File: config.mk
export PLATFORM = sky130hd
export DESIGN_NAME = cofactor_matrix_4x4
export DESIGN_NICKNAME = d
export VERILOG_FILES = /design/src/rtl/cofm_pkg.sv /design/src/rtl/cofactor_matrix_4x4.sv /design/src/rtl/cofm_ram.sv /design/src/rtl/cofm_mul.sv
export VERILOG_INCLUDE_DIRS = /design/src /design/src/rtl
export SDC_FILE = /design/constraint.sdc
export NUM_CORES = 2
export LEC_CHECK = 0
export BUFFER_PORTS_ARGS = -buffer_cell sky130_fd_sc_hd__buf_4
export CAP_MARGIN = 20
export CORE_ASPECT_RATIO = 0.75
export CORE_MARGIN = 10
export CORE_UTILIZATION = 40
export DETAILED_ROUTE_END_ITERATION = 6
export SYNTH_ARGS = -nofsm -noshare
export SYNTH_HDL_FRONTEND = slang
export SYNTH_HIERARCHICAL = 1
export SYNTH_SLANG_ARGS = --single-unit
File: constraint.sdc
create_clock -name clk -period 7.7 [get_ports clk]
set_input_delay 0.385 -clock clk [delete_from_list [all_inputs] [get_ports clk]]
set_output_delay 0.385 -clock clk [all_outputs]
set_load 0.01 [all_outputs]
File: src/rtl/assert_macros.svh
// Assertion macros used by the top RTL file of the cofactor block.
// Depends on nothing; include by bare file name.
`ifndef ASSERT_MACROS_SVH
`define ASSERT_MACROS_SVH
// Check a property on every rising clock edge outside reset.
`define ASSERT_CLK(label, clk, rst_n, prop, msg) \
  label: assert property (@(posedge clk) disable iff (!rst_n) (prop)) else $error(msg);
// Check a property on every rising clock edge, reset included.
`define ASSERT_ALWAYS(label, clk, prop, msg) \
  label: assert property (@(posedge clk) (prop)) else $error(msg);
`endif

File: src/rtl/cofm_pkg.sv
// Package for the 4x4 cofactor block: widths, sizes and shared types.
// Depends on nothing.
`default_nettype none
package cofm_pkg;
  localparam int ElemW  = 16;
  localparam int CofW   = 50;
  localparam int ElemN  = 16;
  localparam int IdxW   = 4;
  localparam int CntW   = 5;
  localparam int DigitW = 2;
  localparam int ProdW  = 48;
  localparam int Steps  = ElemW / DigitW;

  typedef logic signed [ElemW-1:0] elem_t;
  typedef logic signed [CofW-1:0]  cof_t;

  // Control to the serial multiplier.
  typedef struct packed {
    logic start;
  } mul_ctl_t;

  // Status from the serial multiplier.
  typedef struct packed {
    logic busy;
    logic done;
  } mul_sts_t;
endpackage
`default_nettype wire

File: src/rtl/cofactor_matrix_4x4.sv
// Cofactor matrix of a 4x4 Q8.8 matrix.
// The sixteen elements are loaded one word per handshake on in_*. After the
// sixteenth, the block computes the sixteen cofactors in row-major order and
// sends each one as a word on out_* with its row, column and a last flag.
// Each cofactor takes 9 products (three 2x2 terms of two products each, each
// term followed by an outer product), every product on one shared radix-4
// serial multiplier, which takes a start, steps through the multiplier digits
// and then signals done. An inner product also needs two operand reads and an
// accumulate step, an outer product one read and the accumulate step. Speed is
// set by the serial multiplier and the single read port of the element store.
// in_ready is high while loading; it drops from the sixteenth element until
// the last cofactor has been placed in the result register. A stalled
// out_ready holds the result register; the sequencer then waits with the
// next cofactor until the register is taken. Reset (rst_n low, synchronous)
// clears the load count and the sequencer; the element store is not cleared.
// Depends on cofm_pkg, cofm_ram, cofm_mul and assert_macros.svh.
`default_nettype none
`include "assert_macros.svh"
module cofactor_matrix_4x4 import cofm_pkg::*; (
  input  wire logic              clk,
  input  wire logic              rst_n,
  input  wire logic              in_valid,
  output logic                   in_ready,
  input  wire logic signed [15:0] in_element,
  output logic                   out_valid,
  input  wire logic              out_ready,
  output logic signed [49:0]     out_cofactor,
  output logic [1:0]             out_row,
  output logic [1:0]             out_col,
  output logic                   out_last
);
  typedef enum logic [2:0] {
    S_LOAD, S_READ, S_WAIT, S_MUL, S_ACC, S_OUT
  } state_t;

  // Term program: for each of 9 products, the minor cells (mr,mc) of the
  // multiplicand source and multiplier. Products come in pairs a*b - c*d
  // for the 2x2 term, then outer m0j * term.
  state_t           state_r;
  logic [CntW-1:0]  cnt_r;
  logic [1:0]       row_r, col_r;
  logic [3:0]       op_r;        // 0..8 product index, 9 while emitting
  logic             rd_ph_r;     // 0: first operand, 1: second
  logic signed [ElemW-1:0] opa_r;
  logic signed [ProdW-1:0] t2_r;   // current 2x2 term
  logic signed [CofW-1:0]  det_r;
  logic signed [CofW-1:0]  res_r;
  logic             res_v_r;
  logic [1:0]       res_row_r, res_col_r;
  logic             res_last_r;
  logic             wait_r;

  logic [IdxW-1:0]  raddr;
  logic [ElemW-1:0] rdata;
  logic             we;
  mul_ctl_t         mctl;
  mul_sts_t         msts;
  logic signed [CofW-1:0] prod;
  logic signed [ProdW-1:0] mcand;

  // Map minor cell to the full-matrix index
  function automatic logic [IdxW-1:0] cell_idx(input logic [1:0] r, input logic [1:0] c,
                                                input logic [1:0] mr, input logic [1:0] mc);
    logic [1:0] fr, fc;
    fr = (mr >= r) ? mr + 2'd1 : mr;
    fc = (mc >= c) ? mc + 2'd1 : mc;
    return {fr, fc};
  endfunction

  // Operand cell for product op, operand ph
  always_comb begin
    logic [1:0] mr, mc;
    mr = 2'd0;
    mc = 2'd0;
    case (op_r)
      4'd0: begin mr = rd_ph_r ? 2'd2 : 2'd1; mc = rd_ph_r ? 2'd2 : 2'd1; end
      4'd1: begin mr = rd_ph_r ? 2'd2 : 2'd1; mc = rd_ph_r ? 2'd1 : 2'd2; end
      4'd2: begin mr = 2'd0; mc = 2'd0; end
      4'd3: begin mr = rd_ph_r ? 2'd2 : 2'd1; mc = rd_ph_r ? 2'd2 : 2'd0; end
      4'd4: begin mr = rd_ph_r ? 2'd2 : 2'd1; mc = rd_ph_r ? 2'd0 : 2'd2; end
      4'd5: begin mr = 2'd0; mc = 2'd1; end
      4'd6: begin mr = rd_ph_r ? 2'd2 : 2'd1; mc = rd_ph_r ? 2'd1 : 2'd0; end
      4'd7: begin mr = rd_ph_r ? 2'd2 : 2'd1; mc = rd_ph_r ? 2'd0 : 2'd1; end
      4'd8: begin mr = 2'd0; mc = 2'd2; end
      default: begin mr = 2'd0; mc = 2'd0; end
    endcase
    raddr = cell_idx(row_r, col_r, mr, mc);
  end

  assign we       = in_valid && in_ready;
  assign in_ready = (state_r == S_LOAD);

  cofm_ram #(.Width(ElemW), .Depth(ElemN)) u_ram (
    .clk(clk), .we(we), .waddr(cnt_r[IdxW-1:0]), .wdata(in_element),
    .raddr(raddr), .rdata(rdata)
  );

  // Outer products multiply the 2x2 term; inner ones take the first operand
  logic outer;
  assign outer = (op_r == 4'd2) || (op_r == 4'd5) || (op_r == 4'd8);
  assign mcand = outer ? t2_r : ProdW'(opa_r);
  assign mctl.start = (state_r == S_MUL) && !msts.busy && !msts.done && !wait_r;

  cofm_mul u_mul (
    .clk(clk), .rst_n(rst_n), .ctl(mctl), .mcand(mcand),
    .mplier(rdata), .sts(msts), .prod(prod)
  );

  // Sequencer: load, read operands, multiply, accumulate, emit
  always_ff @(posedge clk) begin
    if (!rst_n) begin
      state_r <= S_LOAD;
      cnt_r   <= '0;
      res_v_r <= 1'b0;
      wait_r  <= 1'b0;
    end else begin
      if (res_v_r && out_ready && (state_r != S_OUT)) begin
        res_v_r <= 1'b0;
      end
      case (state_r)
        S_LOAD: begin
          if (we) begin
            if (cnt_r == CntW'(ElemN - 1)) begin
              cnt_r   <= '0;
              row_r   <= '0;
              col_r   <= '0;
              op_r    <= '0;
              rd_ph_r <= 1'b0;
              det_r   <= '0;
              state_r <= S_READ;
            end else begin
              cnt_r <= cnt_r + 1'b1;
            end
          end
        end
        S_READ: begin
          state_r <= S_WAIT;
        end
        S_WAIT: begin
          if (!outer && !rd_ph_r) begin
            opa_r   <= rdata;
            rd_ph_r <= 1'b1;
            state_r <= S_READ;
          end else begin
            wait_r  <= 1'b0;
            state_r <= S_MUL;
          end
        end
        S_MUL: begin
          if (mctl.start) begin
            wait_r <= 1'b1;
          end else if (msts.done) begin
            wait_r  <= 1'b0;
            state_r <= S_ACC;
          end
        end
        S_ACC: begin
          rd_ph_r <= 1'b0;
          state_r <= (op_r == 4'd8) ? S_OUT : S_READ;
          op_r    <= op_r + 1'b1;
          case (op_r)
            4'd0, 4'd3, 4'd6: t2_r <= prod[ProdW-1:0];
            4'd1, 4'd4, 4'd7: t2_r <= t2_r - prod[ProdW-1:0];
            4'd2, 4'd8:       det_r <= det_r + prod;
            4'd5:             det_r <= det_r - prod;
            default:          t2_r <= t2_r;
          endcase
        end
        S_OUT: begin
          if (!res_v_r || out_ready) begin
            res_r      <= (row_r[0] ^ col_r[0]) ? -det_r : det_r;
            res_row_r  <= row_r;
            res_col_r  <= col_r;
            res_last_r <= (row_r == 2'd3) && (col_r == 2'd3);
            res_v_r    <= 1'b1;
            op_r       <= '0;
            det_r      <= '0;
            {row_r, col_r} <= {row_r, col_r} + 4'd1;
            state_r    <= ((row_r == 2'd3) && (col_r == 2'd3)) ? S_LOAD : S_READ;
          end
        end
        default: state_r <= S_LOAD;
      endcase
    end
  end

  assign out_valid    = res_v_r;
  assign out_cofactor = res_r;
  assign out_row      = res_row_r;
  assign out_col      = res_col_r;
  assign out_last     = res_last_r;

  `ASSERT_CLK(a_no_load_busy, clk, rst_n, !(in_ready && msts.busy), "load while multiplying")
  `ASSERT_CLK(a_last_pos, clk, rst_n, !(out_valid && out_last) || (out_row == 2'd3 && out_col == 2'd3), "last flag off corner")
  `ASSERT_CLK(a_hold, clk, rst_n, (out_valid && !out_ready) |=> $stable(out_cofactor), "result changed while stalled")
endmodule
`default_nettype wire

File: src/rtl/cofm_ram.sv
// Generic single-port-write, single-read RAM with registered read data.
// Depends on nothing.
`default_nettype none
module cofm_ram #(
  parameter int Width = 16,
  parameter int Depth = 16
) (
  input  wire logic                     clk,
  input  wire logic                     we,
  input  wire logic [$clog2(Depth)-1:0] waddr,
  input  wire logic [Width-1:0]         wdata,
  input  wire logic [$clog2(Depth)-1:0] raddr,
  output logic      [Width-1:0]         rdata
);
  logic [Width-1:0] mem_r [Depth];

  // Write and registered read
  always_ff @(posedge clk) begin
    if (we) begin
      mem_r[waddr] <= wdata;
    end
    rdata <= mem_r[raddr];
  end
endmodule
`default_nettype wire

File: src/rtl/cofm_mul.sv
// Digit-serial signed multiplier: 48-bit multiplicand times 16-bit multiplier,
// two multiplier bits per cycle (radix-4 shift-add). Depends on cofm_pkg.
`default_nettype none
module cofm_mul import cofm_pkg::*; (
  input  wire logic                    clk,
  input  wire logic                    rst_n,
  input  wire mul_ctl_t                ctl,
  input  wire logic signed [ProdW-1:0] mcand,
  input  wire elem_t                   mplier,
  output mul_sts_t                     sts,
  output logic signed [CofW-1:0]       prod
);
  logic signed [CofW+ElemW-1:0] acc_r, acc_nxt;
  logic signed [CofW+ElemW-1:0] mc_r, mc_nxt;
  logic [ElemW-1:0]             mp_r, mp_nxt;
  logic [$clog2(Steps+1)-1:0]   step_r, step_nxt;
  logic                         busy_r, busy_nxt;
  logic                         done_r, done_nxt;
  logic signed [CofW+ElemW-1:0] part;

  // Partial product of one digit; the top digit carries negative weight
  always_comb begin
    logic signed [2:0] dig;
    if (step_r == ($clog2(Steps+1))'(Steps - 1)) begin
      dig = $signed({mp_r[1], mp_r[1:0]});
    end else begin
      dig = $signed({1'b0, mp_r[1:0]});
    end
    part = mc_r * (CofW+ElemW)'(dig);
  end

  // Advance one digit per cycle
  always_comb begin
    acc_nxt  = acc_r;
    mc_nxt   = mc_r;
    mp_nxt   = mp_r;
    step_nxt = step_r;
    busy_nxt = busy_r;
    done_nxt = 1'b0;
    if (ctl.start) begin
      acc_nxt  = '0;
      mc_nxt   = (CofW+ElemW)'(mcand);
      mp_nxt   = mplier;
      step_nxt = '0;
      busy_nxt = 1'b1;
    end else if (busy_r) begin
      acc_nxt  = acc_r + part;
      mc_nxt   = mc_r <<< DigitW;
      mp_nxt   = mp_r >> DigitW;
      step_nxt = step_r + 1'b1;
      if (step_r == ($clog2(Steps+1))'(Steps - 1)) begin
        busy_nxt = 1'b0;
        done_nxt = 1'b1;
      end
    end
  end

  always_ff @(posedge clk) begin
    if (!rst_n) begin
      busy_r <= 1'b0;
      done_r <= 1'b0;
    end else begin
      busy_r <= busy_nxt;
      done_r <= done_nxt;
    end
    acc_r  <= acc_nxt;
    mc_r   <= mc_nxt;
    mp_r   <= mp_nxt;
    step_r <= step_nxt;
  end

  assign sts.busy = busy_r;
  assign sts.done = done_r;
  assign prod     = acc_r[CofW-1:0];
endmodule
`default_nettype wire

==> parameters.txt <==
Parameter                              Value

Floorplanning
  Die span in x    367 um
  Core outline area    about 0.090 mm2
  Initial standard-cell utilization of the core    0.404
  I/O pin count    a little under 80
  Number of placement rows    95
  Floorplan die height    280 um
  Area of the die    0.103 mm2

GRT
  GRT Util Overall    0.174
  Vias in the first global route    between 20000 and 25000
  Pin count of the biggest net entering global routing    69
  Total global routing overflow    0
  Initial antenna violation count    0
  First-pass GRT wire length    between 100000 and 150000 um

CTS
  CTS H-tree depth    2
  CTS sink count    582
  Total CTS buffers    slightly above 60
  Buffer type at the clock tree root    sky130_fd_sc_hd__clkbuf_16
  Clock network latency to the later pin of the worst-skew pair    just under 0.7 ns
  Clock-pin slew on the worst setup and hold paths    0.07 ns
  Clock tree from TritonCTS    built
  Number of buffers on the longest clock path    3

Hold path
  Hold Path Cell Cnt    2
  Type of the worst min-delay path    primary input to flop
  Launch point of the worst hold path    rst_n
  WHS Endpoint    u_mul/busy_r$_SDFF_PN0_

Synth
  Top cell type's share of synthesized area    0.415
  Synth warnings    6
  Number of flops mapped to enable cells by yosys    500
  Gate Count Post-Synth    3245
  Post-synthesis cell area    0.0362 mm2
  Synth Register Bits    roughly 580
  Average size of a mapped cell    approximately 11 um2
  Most used flip-flop cell after synthesis    sky130_fd_sc_hd__edfxtp_1
  Synth unique cells    ~110
  Share of flip-flops with an asynchronous set or reset after synthesis    0
  Sequential element share of the synthesized area    0.460
  Cell type with the largest total area after synthesis    sky130_fd_sc_hd__edfxtp_1
  Biggest area contributors in the synthesized netlist    sky130_fd_sc_hd__edfxtp_1, sky130_fd_sc_hd__ha_1, sky130_fd_sc_hd__fa_1
  Net count of the mapped netlist    3569

Worst setup path
  Register-to-register setup slack    about 2.0 ns
  Reg2reg path depth    21
  Kind of critical path    flop to flop
  Crit path DAT    6.22 ns
  CP cell instances    ha_1 -> nand2_1 -> nor2_1 -> nand2_1 -> buf_4 -> or2_2 -> fa_1 -> fa_1 -> inv_1 -> fa_1 -> ha_1 -> fa_1 -> a21oi_1 -> o22ai_1 -> o21ai_1 -> a21oi_1 -> a21oi_2 -> o211ai_2 -> a31oi_1 -> xor2_1 -> o21ai_0
  Slowest cell on the critical path    sky130_fd_sc_hd__fa_1
  Endpoint required time on the critical path    around 8.2 ns
  Critical path startpoint category    flop
  Nature of the critical path endpoint    flop
  Critical path's largest stage delay    around 0.52 ns
  Critical path fanouts, max    46
  Worst path most repeated cell    sky130_fd_sc_hd__fa_1
  Startpoint of the worst register-to-register path    u_mul/step_r[0]$_SDFFE_PP0P_
  Worst R2R End    u_mul/acc_r[44]$_SDFFE_PP0P_

Timing
  Max Slew Vio Count    0
  Period utilization    0.738
  Final Skew    0.0436 ns
  Fmax achieved    ~180 MHz
  RSZ-0062 raised after global routing    no
  Post-layout min period    between 5 and 6 ns
  Final-report setup violation count    0
  Total count of hold-check failures in the final report    0
  Post-route setup slack    between 2 and 2.5 ns
  Worst-margin pin slew    between 1 and 1.5 ns
  Worst rel slew slack    0.312
  Summed negative setup slack over all endpoints    0 ns

Placement
  HPWL Detailed    66600 um
  Number of buffers inserted by port buffering    76
  Pre-CTS setup slack    2.05 ns
  Routability congestion estimate from global placement    between 0.8 and 0.9

Final layout
  Area of combinational cells with multiple inputs    about 0.019 mm2
  Post-layout nets    3645
  Proportion of layout cells with a drive suffix above 1    0.130
  Area grow syn2layout    12.3%
  Total inserted antenna cells    0
  Seq. cell area    between 0.015 and 0.02 mm2
  Fill cell total of the finished layout    around 8300

Route
  Mean routed wirelength per cell    between 15 and 20 um
  Iter 0 DRT Violations    approximately 2200
  Detailed Route WL    approximately 91000 um
  Antenna Nets Post-Route    0
  Via density    around 5.5
  Vias    25200
  Pre-antenna DRT Iters    7
  Number of remaining DRC errors    0

Power and ir drop
  Worst supply voltage drop on vdd    0.278 mV
  LEAKAGE    about 16 nW
  Pwr dens    between 300 and 400 mW/mm2

Flow run
  Max-capacitance violation count    0

Run status
  Run status    finished, final reports clean
## worst max-delay path by stage
stage / startpoint / to / slack [ns] / depth (start not counted)
floorplan: cnt_r[0]$_SDFFE_PN0P_ / det_r[0]$_SDFFCE_PN0P_ / 1.73 / 8
global placement: u_mul/mp_r[1]$_DFFE_PP_ / u_mul/acc_r[44]$_SDFFE_PP0P_ / 2.03 / 19
detailed placement: u_mul/step_r[0]$_SDFFE_PP0P_ / u_mul/acc_r[44]$_SDFFE_PP0P_ / 2.05 / 21
CTS: u_mul/step_r[0]$_SDFFE_PP0P_ / u_mul/acc_r[44]$_SDFFE_PP0P_ / 2.00 / 21
global route: u_mul/step_r[0]$_SDFFE_PP0P_ / u_mul/acc_r[48]$_SDFFE_PP0P_ / 1.69 / 21
finish: u_mul/step_r[0]$_SDFFE_PP0P_ / u_mul/acc_r[44]$_SDFFE_PP0P_ / 2.02 / 21
## layout by cell type (no fill, tap or decap), drive strengths merged, types with 22 or more instances in the layout
cell	count
a21o	80
a21oi	194
a22oi	32
a31oi	32
and2	107
buf	136
clkbuf	82
clkinv	24
dfxtp	82
edfxtp	500
fa	98
ha	206
inv	128
mux2	59
mux2i	22
mux4	64
nand2	363
nand2b	22
nand3	49
nand4	36
nor2	264
nor3	48
o21ai	169
o21bai	32
o31ai	27
xnor2	141
xor2	100
## cells in the mapped netlist, drive strengths merged (7+ instances only)
master and n:
or3 21, o211ai 16, clkbuf 105, or2 9, mux4 64, nor3 48
nand4 36, mux2 59, nand3 49, xor2 100, a22oi 32, fa 98
a21oi 194, o31ai 27, mux2i 22, inv 126, edfxtp 500, o21bai 32
dfxtp 82, nand2b 22, a21boi 13, and3 20, a31oi 32, buf 34
o21ai 169, nor4 20, and2 107, nor2b 21, nand2 363, o2111ai 8
xnor2 141, a21o 80, a221oi 7, ha 206, a211oi 17, o41ai 10
nor2 264
## routing by layer
layer  track usage  up-vias  part of all wire
met1         0.278    12200              0.51
met3        0.0378       91             0.085
li1              -    12000                 -
met4        0.0342        0             0.015
met5             0        -                 0
met2         0.234      779              0.39
## cell type report
| class | instances | area share |
|---|---|---|
| inverter | 127 | 0.0117 |
| clock inverter | 34 | 0.0110 |
| timing repair buffer | 152 | 0.0306 |
| tap | 1212 | 0.0373 |
| multi-input combinational | 2397 | 0.458 |
| sequential | 582 | 0.410 |
| clock buffer | 82 | 0.0417 |
## flip-flops by register name (all words and copies together) (netlist names), 3 cells and up
signal and flops:
cnt_r 5, det_r 50, op_r 4, opa_r 16, out_cofactor 50, state_r 3, t2_r 48, u_mul/acc_r 50
u_mul/mc_r 50, u_mul/mp_r 16, u_mul/step_r 4, u_ram/mem_r 256, u_ram/rdata 16
## per-stage QoR
step                std cells  instance area (um2)  hold WS, ns  total power, mW  utilization
floorplan                3245                36200        0.401             10.6            -
global placement         4450                38200        0.413             12.7        0.427
detailed placement       4450                38200        0.409             12.7        0.427
CTS                      4582                40500       0.0523             15.9        0.452
global route             4586                40600       0.0761             17.1        0.453
finish                   4586                40600       0.0877             15.9        0.453
## what timing repair did
action                                 in CTS  in global routing
endpoints found under the hold margin     216                  0
gates resized for setup                     0                  0
hold buffers                               16                  0
setup buffers                               0                  0
## power by group
part	switching (mW)	total (mW)	leakage [nW]	internal, mW
combinational	4.87	8.25	9.32	3.38
sequential	0.540	4.50	5.22	3.96
clock	1.32	3.12	1.05	1.80
## cells by family (layout without fill, tap and decap cells)
| group | Yosys count | in the layout | share of synthesized area |
|---|---|---|---|
| buffers and inverters | 266 | 395 | 0.0303 |
| DFF | 582 | 582 | 0.460 |
| and+or+nand+nor | 1007 | 1007 | 0.133 |
| xor gates and xnor gates | 241 | 241 | 0.0583 |
| adders and majority gates | 304 | 304 | 0.125 |
| AOI/OAI and AO/OA | 700 | 700 | 0.128 |
| muxes | 145 | 145 | 0.0653 |
## worst max-delay path: cells and delay by family, from the launching register on
family | cells | cell delay (ns)
buffers and inverters | 2 | 0.34
adder cells (fa/ha/maj) | 6 | 2.32
XOR/XNOR | 1 | 0.16
AND/OR/NAND/NOR | 4 | 0.61
AO/OA/AOI/OAI | 8 | 1.76
flip-flops | 1 | 0.37
Note: power is estimated with default switching activity, not from simulation.
